$ cat config.mk
export PLATFORM = sky130hd
export DESIGN_NAME = rpa_ctrl
export DESIGN_NICKNAME = d
export VERILOG_FILES = /design/src/hw/rtl/refcounted_page_allocator_defines.svh /design/src/hw/rtl/rpa_pkg.sv /design/src/hw/rtl/rpa_ctrl.sv
export SDC_FILE = /design/constraint.sdc
export NUM_CORES = 1
export LEC_CHECK = 0
export ABC_AREA = 1
export BUFFER_PORTS_ARGS = -buffer_cell sky130_fd_sc_hd__buf_2
export CAP_MARGIN = 15
export CORE_AREA = 4 4 41 43
export CTS_BUF_LIST = sky130_fd_sc_hd__clkbuf_4
export DETAILED_ROUTE_END_ITERATION = 8
export DIE_AREA = 0 0 45 47
export PLACE_DENSITY_LB_ADDON = 0.3
export SKIP_CTS_REPAIR_TIMING = 1
export SKIP_LAST_GASP = 1
export SYNTH_ARGS = -nofsm -noshare
export SYNTH_HDL_FRONTEND = slang
export SYNTH_SLANG_ARGS = --single-unit
$ cat constraint.sdc
create_clock -name clk -period 0.8 [get_ports clk]
set_input_delay 0.08 -clock clk [delete_from_list [all_inputs] [get_ports clk]]
set_output_delay 0.08 -clock clk [all_outputs]
set_load 0.05 [all_outputs]
$ cat src/hw/rtl/refcounted_page_allocator_defines.svh
// Assertion macros for the reference counted page allocator.
// Included by the top level; needs no other file.
`ifndef REFCOUNTED_PAGE_ALLOCATOR_DEFINES_SVH
`define REFCOUNTED_PAGE_ALLOCATOR_DEFINES_SVH
`ifndef SYNTHESIS
// Same-cycle implication, disabled while reset is high.
`define RPA_ASSERT_NOW(label, clk, rst, ante, cons) \
  label: assert property (@(posedge clk) disable iff (rst) (ante) |-> (cons)) \
    else $error("page allocator check failed");
// Next-cycle implication, disabled while reset is high.
`define RPA_ASSERT_NEXT(label, clk, rst, ante, cons) \
  label: assert property (@(posedge clk) disable iff (rst) (ante) |=> (cons)) \
    else $error("page allocator check failed");
`else
`define RPA_ASSERT_NOW(label, clk, rst, ante, cons)
`define RPA_ASSERT_NEXT(label, clk, rst, ante, cons)
`endif
`endif

$ cat src/hw/rtl/rpa_pkg.sv
// Shared types and constants of the reference counted page allocator.
// Used by the controller, the datapath and the top level; depends on nothing.
package rpa_pkg;

  localparam int ADDR_W      = 40;
  localparam int ACT_W       = 3;
  localparam int ST_W        = 3;
  localparam int CNT_W       = 16;
  localparam int FREE_W      = 11;
  localparam int WAIT_W      = 8;
  localparam int IN_TDATA_W  = 40;
  localparam int OUT_TDATA_W = 72;

  // Action codes on the input tuser.
  localparam logic [ACT_W-1:0] ACT_ALLOC     = 3'd0;
  localparam logic [ACT_W-1:0] ACT_FREE      = 3'd1;
  localparam logic [ACT_W-1:0] ACT_FORCE     = 3'd2;
  localparam logic [ACT_W-1:0] ACT_SHARE_ADD = 3'd3;
  localparam logic [ACT_W-1:0] ACT_SHARE_SUB = 3'd4;

  // Status codes on the output tuser.
  localparam logic [ST_W-1:0] ST_OK       = 3'd0;
  localparam logic [ST_W-1:0] ST_EMPTY    = 3'd1;
  localparam logic [ST_W-1:0] ST_SHARED   = 3'd2;
  localparam logic [ST_W-1:0] ST_RANGE    = 3'd3;
  localparam logic [ST_W-1:0] ST_NOT_USED = 3'd4;

  localparam logic [CNT_W-1:0]  CNT_MAX  = '1;
  localparam logic [WAIT_W-1:0] WAIT_MAX = '1;

  // Commands from the controller to the datapath.
  typedef struct packed {
    logic sweep;   // initialize one entry of both memories
    logic accept;  // latch the input transfer and issue the memory reads
    logic commit;  // write back and load the result register
  } rpa_cmd_t;

  // Status from the datapath to the controller.
  typedef struct packed {
    logic sweep_done;
  } rpa_stat_t;

endpackage

$ cat src/hw/rtl/rpa_ctrl.sv
// Controller of the page allocator: init sweep, accept and commit sequencing,
// and the output valid flag. Depends on rpa_pkg.
module rpa_ctrl
  import rpa_pkg::*;
(
  input  logic      clk,
  input  logic      rst,
  input  logic      s_valid,
  output logic      s_ready,
  output logic      m_valid,
  input  logic      m_ready,
  output rpa_cmd_t  cmd,
  input  rpa_stat_t stat
);

  typedef enum logic [1:0] {
    S_INIT,
    S_IDLE,
    S_EXEC
  } state_t;

  state_t state;

  assign s_ready    = (state == S_IDLE);
  assign cmd.sweep  = (state == S_INIT);
  assign cmd.accept = s_ready && s_valid;
  // The result register may be loaded once it is empty or being drained.
  assign cmd.commit = (state == S_EXEC) && (!m_valid || m_ready);

  always_ff @(posedge clk) begin
    if (rst) begin
      state   <= S_INIT;
      m_valid <= 1'b0;
    end else begin
      unique case (state)
        S_INIT: begin
          if (stat.sweep_done) begin
            state <= S_IDLE;
          end
        end
        S_IDLE: begin
          if (cmd.accept) begin
            state <= S_EXEC;
          end
        end
        S_EXEC: begin
          if (cmd.commit) begin
            state <= S_IDLE;
          end
        end
        default: state <= S_INIT;
      endcase
      if (cmd.commit) begin
        m_valid <= 1'b1;
      end else if (m_ready) begin
        m_valid <= 1'b0;
      end
    end
  end

endmodule

; Yosys cells after proc, flatten, opt, wreduce, memory -nomap -nowiden
; Cells that the tools add are included.
[word_totals]
reg_bits = 3
latch_bits = 0
ramBits = 0
mem_bits_ro = 0
output_inout_bits = 5
n_memories = 0
[classes]
add_sub_neg = 0
mul = 0
div_mod_pow = 0
order_cmp = 0
eq_ne = 5
shift = 0
mux = 6
bitwise = 0
reduce_logical = 7
[op_table]
columns = op, n
row1 = $mux 2, 3
row2 = $pmux 2 s3, 1
row3 = $ne 2x1->1 const B, 2
row4 = $reduce_and 3->1, 1
row5 = $eq 2x1->1 const B, 1
row6 = $eq 2x2->1 const B, 1
row7 = $logic_and 1x1->1, 2
row8 = $logic_not 2->1, 1
row9 = $mux 1, 2
row10 = $ne 2x2->1 const B, 1
row11 = $reduce_bool 2->1, 1
row12 = $logic_not 1->1, 1
row13 = $logic_or 1x1->1, 1

; Logic depth before layout (Yosys ltp)
; Gate-level depths: netlist (run 1).
[logic_depth]
word_depth = 5
ltp_mapped = 5
depth_no_buf = 5

; Worst setup path before layout (run 1)
; Ideal clock, no wire load.
[synth_timing]
path_kind = flip-flop to output port
start = register m_valid
end = output port cmd[0] (netlist bit)
t_arrival_ns = 1.715
required_time_ns = 0.720
setup_slack_ns = -0.995
path_stages_with_launch = 4
path_cell_list = dfxtp_1 inv_1 nor2_4 nor3_1
[synth_rtl]
columns = item, line
row1 = start: declaration, rpa_ctrl.sv:10  ; output logic m_valid,
row2 = start signal: assignment, rpa_ctrl.sv:33  ; m_valid <= 1'b0;
row3 = start signal: assignment, rpa_ctrl.sv:54  ; m_valid <= 1'b1;
row4 = start signal: assignment, rpa_ctrl.sv:56  ; m_valid <= 1'b0;
row5 = end: declaration, rpa_ctrl.sv:12  ; output rpa_cmd_t cmd,

==> results of run 1 <==
[worst paths after layout]
path / depth (start not counted) / startpoint / slack (ps) / end
worst min register to register: 3 / state[1]$_SDFFE_PP0P_ / 600 / state[0]$_SDFFE_PP0P_
worst max-delay path: 4 / m_valid$_SDFFE_PP0P_ / -270 / cmd[0]
worst min-delay path: 3 / rst / 110 / m_valid$_SDFFE_PP0P_
worst max register to register: 6 / state[1]$_SDFFE_PP0P_ / -110 / state[0]$_SDFFE_PP0P_
[kinds of logic after synthesis]
| family | count (synthesis) | share of synthesized area [%] |
|---|---|---|
| compound gates | 3 | 13.08 |
| flops | 3 | 36.92 |
| simple gates | 11 | 36.14 |
| buf+inv | 6 | 13.85 |
[flip-flops by register name, summed over array words and instances (netlist names)]
register / flops
m_valid: 1
state: 2
[per-layer routing]
metal / share of wire [%] / GRT usage (%) / vias to the layer above
met3: 8.1 / 3.831 / 2
met1: 32 / 4.072 / 91
met4: 1.9 / 5.263 / 0
met2: 58 / 7.062 / 5
met5: 0 / 0 / -
li1: - / - / 104
[metrics by stage]
stage	power, µW	setup TNS, ps	setup WS, ps	instance area, µm²	instances
2_1_floorplan	282.9	-420.2	-236.2	217.7	23
3_3_place_gp	323.2	-463.9	-116.0	296.5	49
3_5_place_dp	323.4	-454.7	-113.5	296.5	49
4_1_cts	639.4	-1619	-371.7	326.6	53
5_1_grt	714.9	-1612	-318.8	395.4	55
6_report	669.5	-1244	-268.4	395.4	55
[layout make-up]
class	instances	share of cell area, %
multi-input combinational	14	31.96
timing repair buffer	13	28.80
sequential	3	18.04
inverter	6	8.861
clock buffer	4	7.595
tap	15	4.747
[cells in the final DEF, fill, tap and decap left out, drive strengths merged]
cell type	netlist	final
inv	6	4
o21a	1	1
o21ai	1	1
buf	0	12
nand3	1	1
nor2	4	4
dlygate4sd3	0	1
dfxtp	3	3
a21oi	1	1
clkinvlp	0	2
nand2	5	5
nor3	1	1
clkbuf	0	4
[power breakdown]
| part | internal, µW | switching [µW] | total (µW) |
|---|---|---|---|
| combinational | 80.9 | 108 | 189 |
| clock | 221 | 82.4 | 303 |
| sequential | 155 | 22.4 | 177 |
[critical path, stage by stage, from the launching register on]
cell and delay [ps]:
dfxtp_4 330, inv_2 60, nor2_4 40, nor3_4 150, buf_6 180
==> summary.md, run 1 <==
| Metric | Value |
|---|---|
| Post-Syn Area | 162.7 µm² |
| DRC Markers | 0 |
| IO Pins | 10 |
| CTS root buf | clkbuf_4 |
| Vias in the first global route | 182 |
| P_leak | 0.0001635 µW |
| YS warnings | 0 |
| Startpoint class of the critical path | flop |
| Syn Area/Cell | 7.072 µm² |
| Die Height | 47 µm |
| Post-synth top flop | dfxtp_1 |
| GRT Util Overall | 4.890% |
| Post-Syn Nets | 28 |
| Starting density of the core | 12.50% |
| Nets@finish | 46 |
| WHS | 106.8 ps |
| Reg area | 71.32 µm² |
| Core footprint | 1301 µm² |
| Setup violators final | 8 |
| ANT cells | 0 |
| Worst Setup End Kind | output pin |
| Total wire length | 422 µm |
| Period utilisation layout | 133.5% |
| Unique cell type count in the Yosys netlist | 13 |
| Vias/cell | 3.673 |
| Gpl congestion | 0.6479 |
| Die width | 45 µm |
| Post-synth EDFFs | 0 |
| Max Slew Vio Count | 0 |
| Fin. Hold Viols | 0 |
| Clock sink count | 3 |
| Clock skew | 0.8588 ps |
| FILL cells | 153 |
| PD cells | 1693 nW/µm² |
| CTS tree | done |
| CP max FO | 2 |
| Endpoint arrival time on the critical path | 990 ps |
| RSZ-0062 raised after global routing | true |
| Setup CP Type | reg -> out |
| HP Class | in -> reg |
| Initial antenna violation count | 0 |
| Proportion of layout cells with a drive suffix above 1 | 82.50% |
| Fin util | 30.38% |
| First-pass GRT wire length | 683 µm |
| CP Data Required Time | 720 ps |
| DRT Pass-1 Iters | 2 |
| Congestion Overflow GR | 0 |
| Vias | 202 |
| Largest area contributor in the netlist | dfxtp_1 |
| Minimum clock period | 1068 ps |
| Most frequent cells after synthesis | inv_1, nand2_1, dfxtp_1, nor2_2 |
| Most frequent cell after synthesis | inv_1 |
| Antenna violation net count after detailed routing | 0 |
| Worst vdd ir | 0.9806 mV |
| Slew headroom | 83.49% |
| Fmax | 936.0 MHz |
| Clock buffer depth | 2 |
| Largest cells by area after synthesis | dfxtp_1, inv_1, nand2_1 |
| Multi-input gate area | 126.4 µm² |
| Setup ws final | -268.4 ps |
| Seq cells post-synth | 3 |
| FP Rows | 13 |
| Post-DP HPWL | 334.3 µm |
| Area grow syn2layout | 143.1% |
| Status | complete, but fails checks |
| Initial DRC Count | 1 |
| Synth top area share | 36.92% |
| Sequential share of the synthesized area | 36.92% |
| Synth Instances | 23 |
| Number of buffers created by CTS | 3 |
| H-tree levels | 1 |
| # Max-Cap Violations | 0 |
| Worst-skew pair later-pin latency | 230 ps |
| Pin count of the biggest net entering global routing | 7 |
| DR WL/cell | 7.673 µm |
| CTS clk-pin slew, worst paths | 40 ps |
| Failing checks | negative setup slack |
| Worst slew pin tran | 249.3 ps |
| I/O Buffers | 9 |
| Ys async rst share | 0% |
| Die footprint | 2115 µm² |
(Power assumes the default switching activity.)
==> run 2: changes to the inputs <==
ABC_AREA = 0   (was 1)
==> run 2 against run 1 <==
The run still ends with negative setup slack left. Worst setup slack lost 140 ps. Utilization grew 0.67 points. Combinational power grew 5%. Power shrank 0.94%. Critical path type unchanged.
==> summary.md, run 2 <==
| Metric | Value |
|---|---|
| Status | complete, but fails checks (unchanged) |
| Failing checks | negative setup slack (unchanged) |
| Antenna violation net count after detailed routing | 0 (unchanged) |
| Pin count of the biggest net entering global routing | 7 (unchanged) |
| Post-DP HPWL | 372.7 µm (was 334.3 µm) |
| Fmax | 826.8 MHz (was 936.0 MHz) |
| Endpoint arrival time on the critical path | 1130 ps (was 990 ps) |
| Total wire length | 538 µm (was 422 µm) |
| Finished Layout Cells | 52 (was 55) |
| DRC Markers | 0 (unchanged) |
| TNS Setup | -2174 ps (was -1244 ps) |
| FILL cells | 146 (was 153) |
| Vias | 199 (was 202) |
| CTS root buf | clkbuf_4 (unchanged) |
| Setup CP Type | reg -> out (unchanged) |
| Minimum clock period | 1210 ps (was 1068 ps) |
| Vias/cell | 3.827 (was 3.673) |
| Largest cells by area after synthesis | dfxtp_1, and3b_2, nor4bb_1 (was dfxtp_1, inv_1, nand2_1) |
| Clock buffer depth | 2 (unchanged) |
| Startpoint class of the critical path | flop (unchanged) |
| Internal Pwr Total | 471.9 µW (was 456.5 µW) |
| FP Rows | 13 (unchanged) |
| Core footprint | 1301 µm² (unchanged) |
| Synth top area share | 37.80% (was 36.92%) |
| Clock sink count | 3 (unchanged) |
| Initial DRC Count | 1 (unchanged) |
| Post-Syn Nets | 21 (was 28) |
| Fin. Hold Viols | 0 (unchanged) |
| Biggest register | state (unchanged) |
| Die footprint | 2115 µm² (unchanged) |
| Clock skew | 0.6743 ps (was 0.8588 ps) |
| Die width | 45 µm (unchanged) |
| # Max-Cap Violations | 0 (unchanged) |
| Unique cell type count in the Yosys netlist | 12 (was 13) |
| Worst Setup End Kind | output pin (unchanged) |
| Most frequent cell after synthesis | dfxtp_1 (was inv_1) |
| WHS | 134.2 ps (was 106.8 ps) |
| Slew headroom | 79.61% (was 83.49%) |
| Post-synth top flop | dfxtp_1 (unchanged) |
| Sequential share of the synthesized area | 37.80% (was 36.92%) |
| Fin util | 31.06% (was 30.38%) |
| ANT cells | 0 (unchanged) |
| Synth Instances | 16 (was 23) |
| Nets@finish | 43 (was 46) |
| I/O Buffers | 9 (unchanged) |
| HP Class | in -> reg (unchanged) |
| H-tree levels | 1 (unchanged) |
| Biggest regs | state: 2 flops, m_valid: 1 flops (unchanged) |
| Setup violators final | 7 (was 8) |
| Most frequent cells in the layout | buf_4, clkbuf_4, buf_2, dfxtp_4, buf_8 (was buf_2, clkbuf_4, nor2_4, dfxtp_4, buf_6) |
| Period utilisation layout | 151.2% (was 133.5%) |
| Largest area contributor in the netlist | dfxtp_1 (unchanged) |
| Clock Power Share | 44.9% (was 45.3%) |
| Most frequent cells after synthesis | dfxtp_1, and3b_2, nor2_1 (was inv_1, nand2_1, dfxtp_1, nor2_2) |
| CP Data Required Time | 720 ps (about the same) |
| Ys async rst share | 0% (unchanged) |
| Vias in the first global route | 195 (was 182) |
| First-pass GRT wire length | 793 µm (was 683 µm) |
| Worst slew pin tran | 301.7 ps (was 249.3 ps) |
| IO Pins | 10 (unchanged) |
| Congestion Overflow GR | 0 (unchanged) |
| Finished Cell Area | 404.1 µm² (was 395.4 µm²) |
| Worst vdd ir | 1.062 mV (was 0.9806 mV) |
| Gpl congestion | 0.7238 (was 0.6479) |
| DRT Pass-1 Iters | 2 (unchanged) |
| P_sw | 191.3 µW (was 213.0 µW) |
| P_leak | 0.0001899 µW (was 0.0001635 µW) |
| Worst-skew pair later-pin latency | 230 ps (about the same) |
| Initial antenna violation count | 0 (unchanged) |
| Flip-flop count of the largest register after layout | 2 (unchanged) |
| Cells after DPL | 44 (was 49) |
| Post-Syn Area | 158.9 µm² (was 162.7 µm²) |
| Seq pwr share | 25.1% (was 26.4%) |
| Proportion of layout cells with a drive suffix above 1 | 89.19% (was 82.50%) |
| CTS clk-pin slew, worst paths | 40 ps (about the same) |
| RSZ-0062 raised after global routing | true (unchanged) |
| Max Slew Vio Count | 0 (unchanged) |
| Commonest non-fill, non-tap cell in the layout | buf_4 (was buf_2) |
| Starting density of the core | 12.21% (was 12.50%) |
| Gate power share | 30.0% (was 28.2%) |
| Setup ws final | -409.5 ps (was -268.4 ps) |
| PD cells | 1641 nW/µm² (was 1693 nW/µm²) |
| Die Height | 47 µm (unchanged) |
| Area grow syn2layout | 154.3% (was 143.1%) |
| Number of buffers created by CTS | 3 (unchanged) |
| Syn Area/Cell | 9.931 µm² (was 7.072 µm²) |
| Placed inst area | 275.3 µm² (was 296.5 µm²) |
| Sw Ratio | 28.84% (was 31.82%) |
| DR WL/cell | 10.35 µm (was 7.673 µm) |
| Post-synth EDFFs | 0 (unchanged) |
| Seq cells post-synth | 3 (unchanged) |
| CTS tree | done (unchanged) |
| YS warnings | 0 (unchanged) |
| GRT Util Overall | 5.762% (was 4.890%) |
| CP max FO | 5 (was 2) |
## run 2: cell types whose count changed after synthesis, moves of 2 or more
cell	change
and3b_2	+2
inv_1	-5
nor2_2	-2
nand2_1	-4
## run 2: logic make-up (layout without fill, tap and decap cells)
logic type / after synthesis / count (layout) / synth area share (%)
AND/OR/NAND/NOR: 10 / 10 / 47.26
AO/OA/AOI/OAI: 3 / 3 / 14.96
buffers and inverters: 0 / 21 / 0
flip-flops: 3 / 3 / 37.80
## run 2: power by group through the flow
stage / clock [µW] / combinational (µW) / sequential, µW
2_1_floorplan: 0 / 90.7 / 174
3_3_place_gp: 0 / 142 / 168
3_5_place_dp: 0 / 144 / 170
4_1_cts: 310 / 145 / 167
5_1_grt: 322 / 209 / 168
6_report: 297 / 199 / 167
## run 2: metal layers
metal  up-vias  part of all wire [%]  track usage (%)
met3         0                    18            6.513
met1        83                    40            6.122
met2        13                    42            7.345
met5         -                     0                0
met4         0                     0            1.754
li1        103                     -                -
## run 2: final timing paths
path,slack [ps],cells past startpoint,start,end
worst max-delay path,-410,3,state[1]$_SDFFE_PP0P_,cmd[0]
worst min-delay path,130,3,rst,m_valid$_SDFFE_PP0P_
worst max register to register,-310,3,state[1]$_SDFFE_PP0P_,state[0]$_SDFFE_PP0P_
worst min register to register,480,1,state[0]$_SDFFE_PP0P_,state[0]$_SDFFE_PP0P_
## run 2: cell type report
cell class | instances | area [µm²] | area share (%)
tap | 15 | 18.77 | 4.644
sequential | 3 | 71.32 | 17.65
multi-input combinational | 13 | 136.4 | 33.75
clock buffer | 4 | 30.03 | 7.430
timing repair buffer | 17 | 147.6 | 36.53
## run 2: stage by stage
step | total power (µW) | worst slack [ps]
global route | 699.0 | -453.0
floorplan | 264.3 | -199.3
finish | 663.2 | -409.5
CTS | 621.6 | -512.5
global placement | 310.1 | -243.4
detailed placement | 314.3 | -262.8
## run 2: critical path, cell delays in order, from the launching register on
cell,delay [ps]
dfxtp_4,350
or2b_1,270
nor2b_4,130
buf_8,150
==> run 3: changes to the inputs <==
CTS_BUF_LIST = not set   (was sky130_fd_sc_hd__clkbuf_4)
CTS_CLUSTER_DIAMETER = 100   (was not set)
==> run 3 against run 2 <==
The run still ends with negative setup slack left. Non-clock buffer count unchanged. Clock skew down 0.54 ps. Hold slack worse by 7.5 ps. Worst setup slack about the same. Global-route usage up 0.15 points. Highest routed layer unchanged.
==> summary.md, run 3 (synthesis gave the netlist of run 2 again) <==
| Metric | Value |
|---|---|
| R2R depth | 3 (unchanged) |
| H-tree levels | 1 (unchanged) |
| Slew headroom | 79.75% (was 79.61%) |
| CTS tree | done (unchanged) |
| I/O Buffers | 9 (unchanged) |
| Vias in the first global route | 204 (was 195) |
| Multi-input gate area | 136.4 µm² (unchanged) |
| Biggest regs | state: 2 flops, m_valid: 1 flops (unchanged) |
| GRT Util Overall | 5.915% (was 5.762%) |
| Worst-skew pair later-pin latency | 230 ps (about the same) |
| Failing checks | negative setup slack (unchanged) |
| Starting density of the core | 12.21% (unchanged) |
| Worst Setup End Kind | output pin (unchanged) |
| Antenna violation net count after detailed routing | 0 (unchanged) |
| Startpoint class of the critical path | flop (unchanged) |
| Biggest register | state (unchanged) |
| Number of buffers created by CTS | 3 (unchanged) |
| Flip-flop count of the largest register after layout | 2 (unchanged) |
| Clock skew | 0.1318 ps (was 0.6743 ps) |
| CP Data Required Time | 720 ps (about the same) |
| Initial antenna violation count | 0 (unchanged) |
| Worst Hold Endpoint | m_valid$_SDFFE_PP0P_ (unchanged) |
| Setup ws final | -410.0 ps (was -409.5 ps) |
| Pin count of the biggest net entering global routing | 7 (unchanged) |
| Initial DRC Count | 0 (was 1) |
| R2r startpoint | state[1]$_SDFFE_PP0P_ (unchanged) |
| DR WL/cell | 9.885 µm (was 10.35 µm) |
| Setup CP Type | reg -> out (unchanged) |
| Crit path cell chain | or2b_1 > nor2b_4 > buf_8 (unchanged) |
| Hold_sp | rst (unchanged) |
| CTS root buf | clkbuf_4 (unchanged) |
| First-pass GRT wire length | 821 µm (was 793 µm) |
| Worst path max stage delay | 350 ps (about the same) |
| Proportion of layout cells with a drive suffix above 1 | 86.49% (was 89.19%) |
| CP max FO | 5 (unchanged) |
| Slowest CP cell | dfxtp_4 (unchanged) |
| DR WL met3 | 97 µm (unchanged) |
| Post-Route M1 WL | 205 µm (was 213 µm) |
| CTS clk-pin slew, worst paths | 30 ps (was 40 ps) |
| Most frequent cells in the layout | buf_4, buf_2, clkbuf_4, dfxtp_4, buf_8 (was buf_4, clkbuf_4, buf_2, dfxtp_4, buf_8) |
| Commonest non-fill, non-tap cell in the layout | buf_4 (unchanged) |
| Wire length on met2 | 211 µm (was 228 µm) |
| DRT Pass-1 Iters | 1 (was 2) |
| Worst slew pin tran | 299.7 ps (was 301.7 ps) |
| Fin. Hold Viols | 0 (unchanged) |
| Die width | 45 µm (unchanged) |
| Reg area | 71.32 µm² (unchanged) |
| Clock buffer depth | 2 (unchanged) |
| TNS Setup | -2161 ps (was -2174 ps) |
| Reg2reg setup slack | -310 ps (about the same) |
| Post-DP HPWL | 372.7 µm (unchanged) |
| Vias/cell | 3.846 (was 3.827) |
| Die Height | 47 µm (unchanged) |
| FF-to-FF End | state[0]$_SDFFE_PP0P_ (unchanged) |
| P_leak | 0.0001865 µW (was 0.0001899 µW) |
| Minimum clock period | 1210 ps (about the same) |
| Finished Cell Area | 400.4 µm² (was 404.1 µm²) |
| PD cells | 1569 nW/µm² (was 1641 nW/µm²) |
| ANT cells | 0 (unchanged) |
| Endpoint arrival time on the critical path | 1130 ps (about the same) |
| Setup violators final | 7 (unchanged) |
| Vias | 200 (was 199) |
| Top sig layer | met3 (unchanged) |
| Placed inst area | 275.3 µm² (unchanged) |
| RSZ-0062 raised after global routing | true (unchanged) |
| Congestion Overflow GR | 0 (unchanged) |
| Nets@finish | 43 (unchanged) |
| Total wire length | 514 µm (was 538 µm) |
| Max Slew Vio Count | 0 (unchanged) |
| Clock sink count | 3 (unchanged) |
| Period utilisation layout | 151.2% (about the same) |
| # Max-Cap Violations | 0 (unchanged) |
| FP Rows | 13 (unchanged) |
| Hold path depth | 3 (unchanged) |
| IO Pins | 10 (unchanged) |
| Worst vdd ir | 1.028 mV (was 1.062 mV) |
| HP Class | in -> reg (unchanged) |
| Core footprint | 1301 µm² (unchanged) |
| Status | complete, but fails checks (unchanged) |
| Die footprint | 2115 µm² (unchanged) |
| Area grow syn2layout | 152.0% (was 154.3%) |
| DRC Markers | 0 (unchanged) |
| Fmax | 826.5 MHz (was 826.8 MHz) |
| FILL cells | 146 (unchanged) |
| Gpl congestion | 0.7238 (unchanged) |
[run 3: area by class of cell]
cell class	instances	share of cell area, %
clock buffers	4	6.563
multi-input cells	13	34.06
flip-flops and latches	3	17.81
well taps	15	4.688
repair buffers	17	36.88
[run 3: worst max-delay path by stage]
| stage | start | end | slack, ps | cells past startpoint |
|---|---|---|---|---|
| 2_1_floorplan | state[1]$_SDFFE_PP0P_ | state[1]$_SDFFE_PP0P_ | -200 | 2 |
| 3_3_place_gp | state[1]$_SDFFE_PP0P_ | cmd[0] | -240 | 3 |
| 3_5_place_dp | state[1]$_SDFFE_PP0P_ | cmd[0] | -260 | 3 |
| 4_1_cts | state[0]$_SDFFE_PP0P_ | cmd[0] | -510 | 3 |
| 5_1_grt | state[1]$_SDFFE_PP0P_ | cmd[0] | -450 | 3 |
| 6_report | state[1]$_SDFFE_PP0P_ | cmd[0] | -410 | 3 |
[run 3: worst max-delay path: cells and delay by family, from the launching register on]
kind	cells	cell delay, ps
simple gates	2	400
buf+inv	1	150
flops	1	350
[run 3: power breakdown]
| group | internal [µW] | switching (µW) |
|---|---|---|
| sequential | 155 | 11.4 |
| combinational | 96.2 | 102 |
| clock | 187 | 76.4 |
[run 3: per-stage QoR]
| stage | cells | hold WS, ps | setup WS, ps | total power [µW] | utilization [%] |
|---|---|---|---|---|---|
| 5_1_grt | 52 | 132.1 | -453.0 | 664.9 | 30.77 |
| 3_3_place_gp | 44 | 347.9 | -243.4 | 310.1 | 21.15 |
| 2_1_floorplan | 16 | 139.4 | -199.3 | 264.3 | - |
| 3_5_place_dp | 44 | 353.3 | -262.8 | 314.3 | 21.15 |
| 6_report | 52 | 126.7 | -410.0 | 628.4 | 30.77 |
| 4_1_cts | 48 | 113.9 | -512.5 | 587.5 | 23.17 |
[run 3: routing by layer]
layer  global-route usage, %  up-vias
li1                        -      102
met2                   7.910       13
met5                       0        -
met4                   1.754        0
met3                   6.513        0
met1                   6.109       85
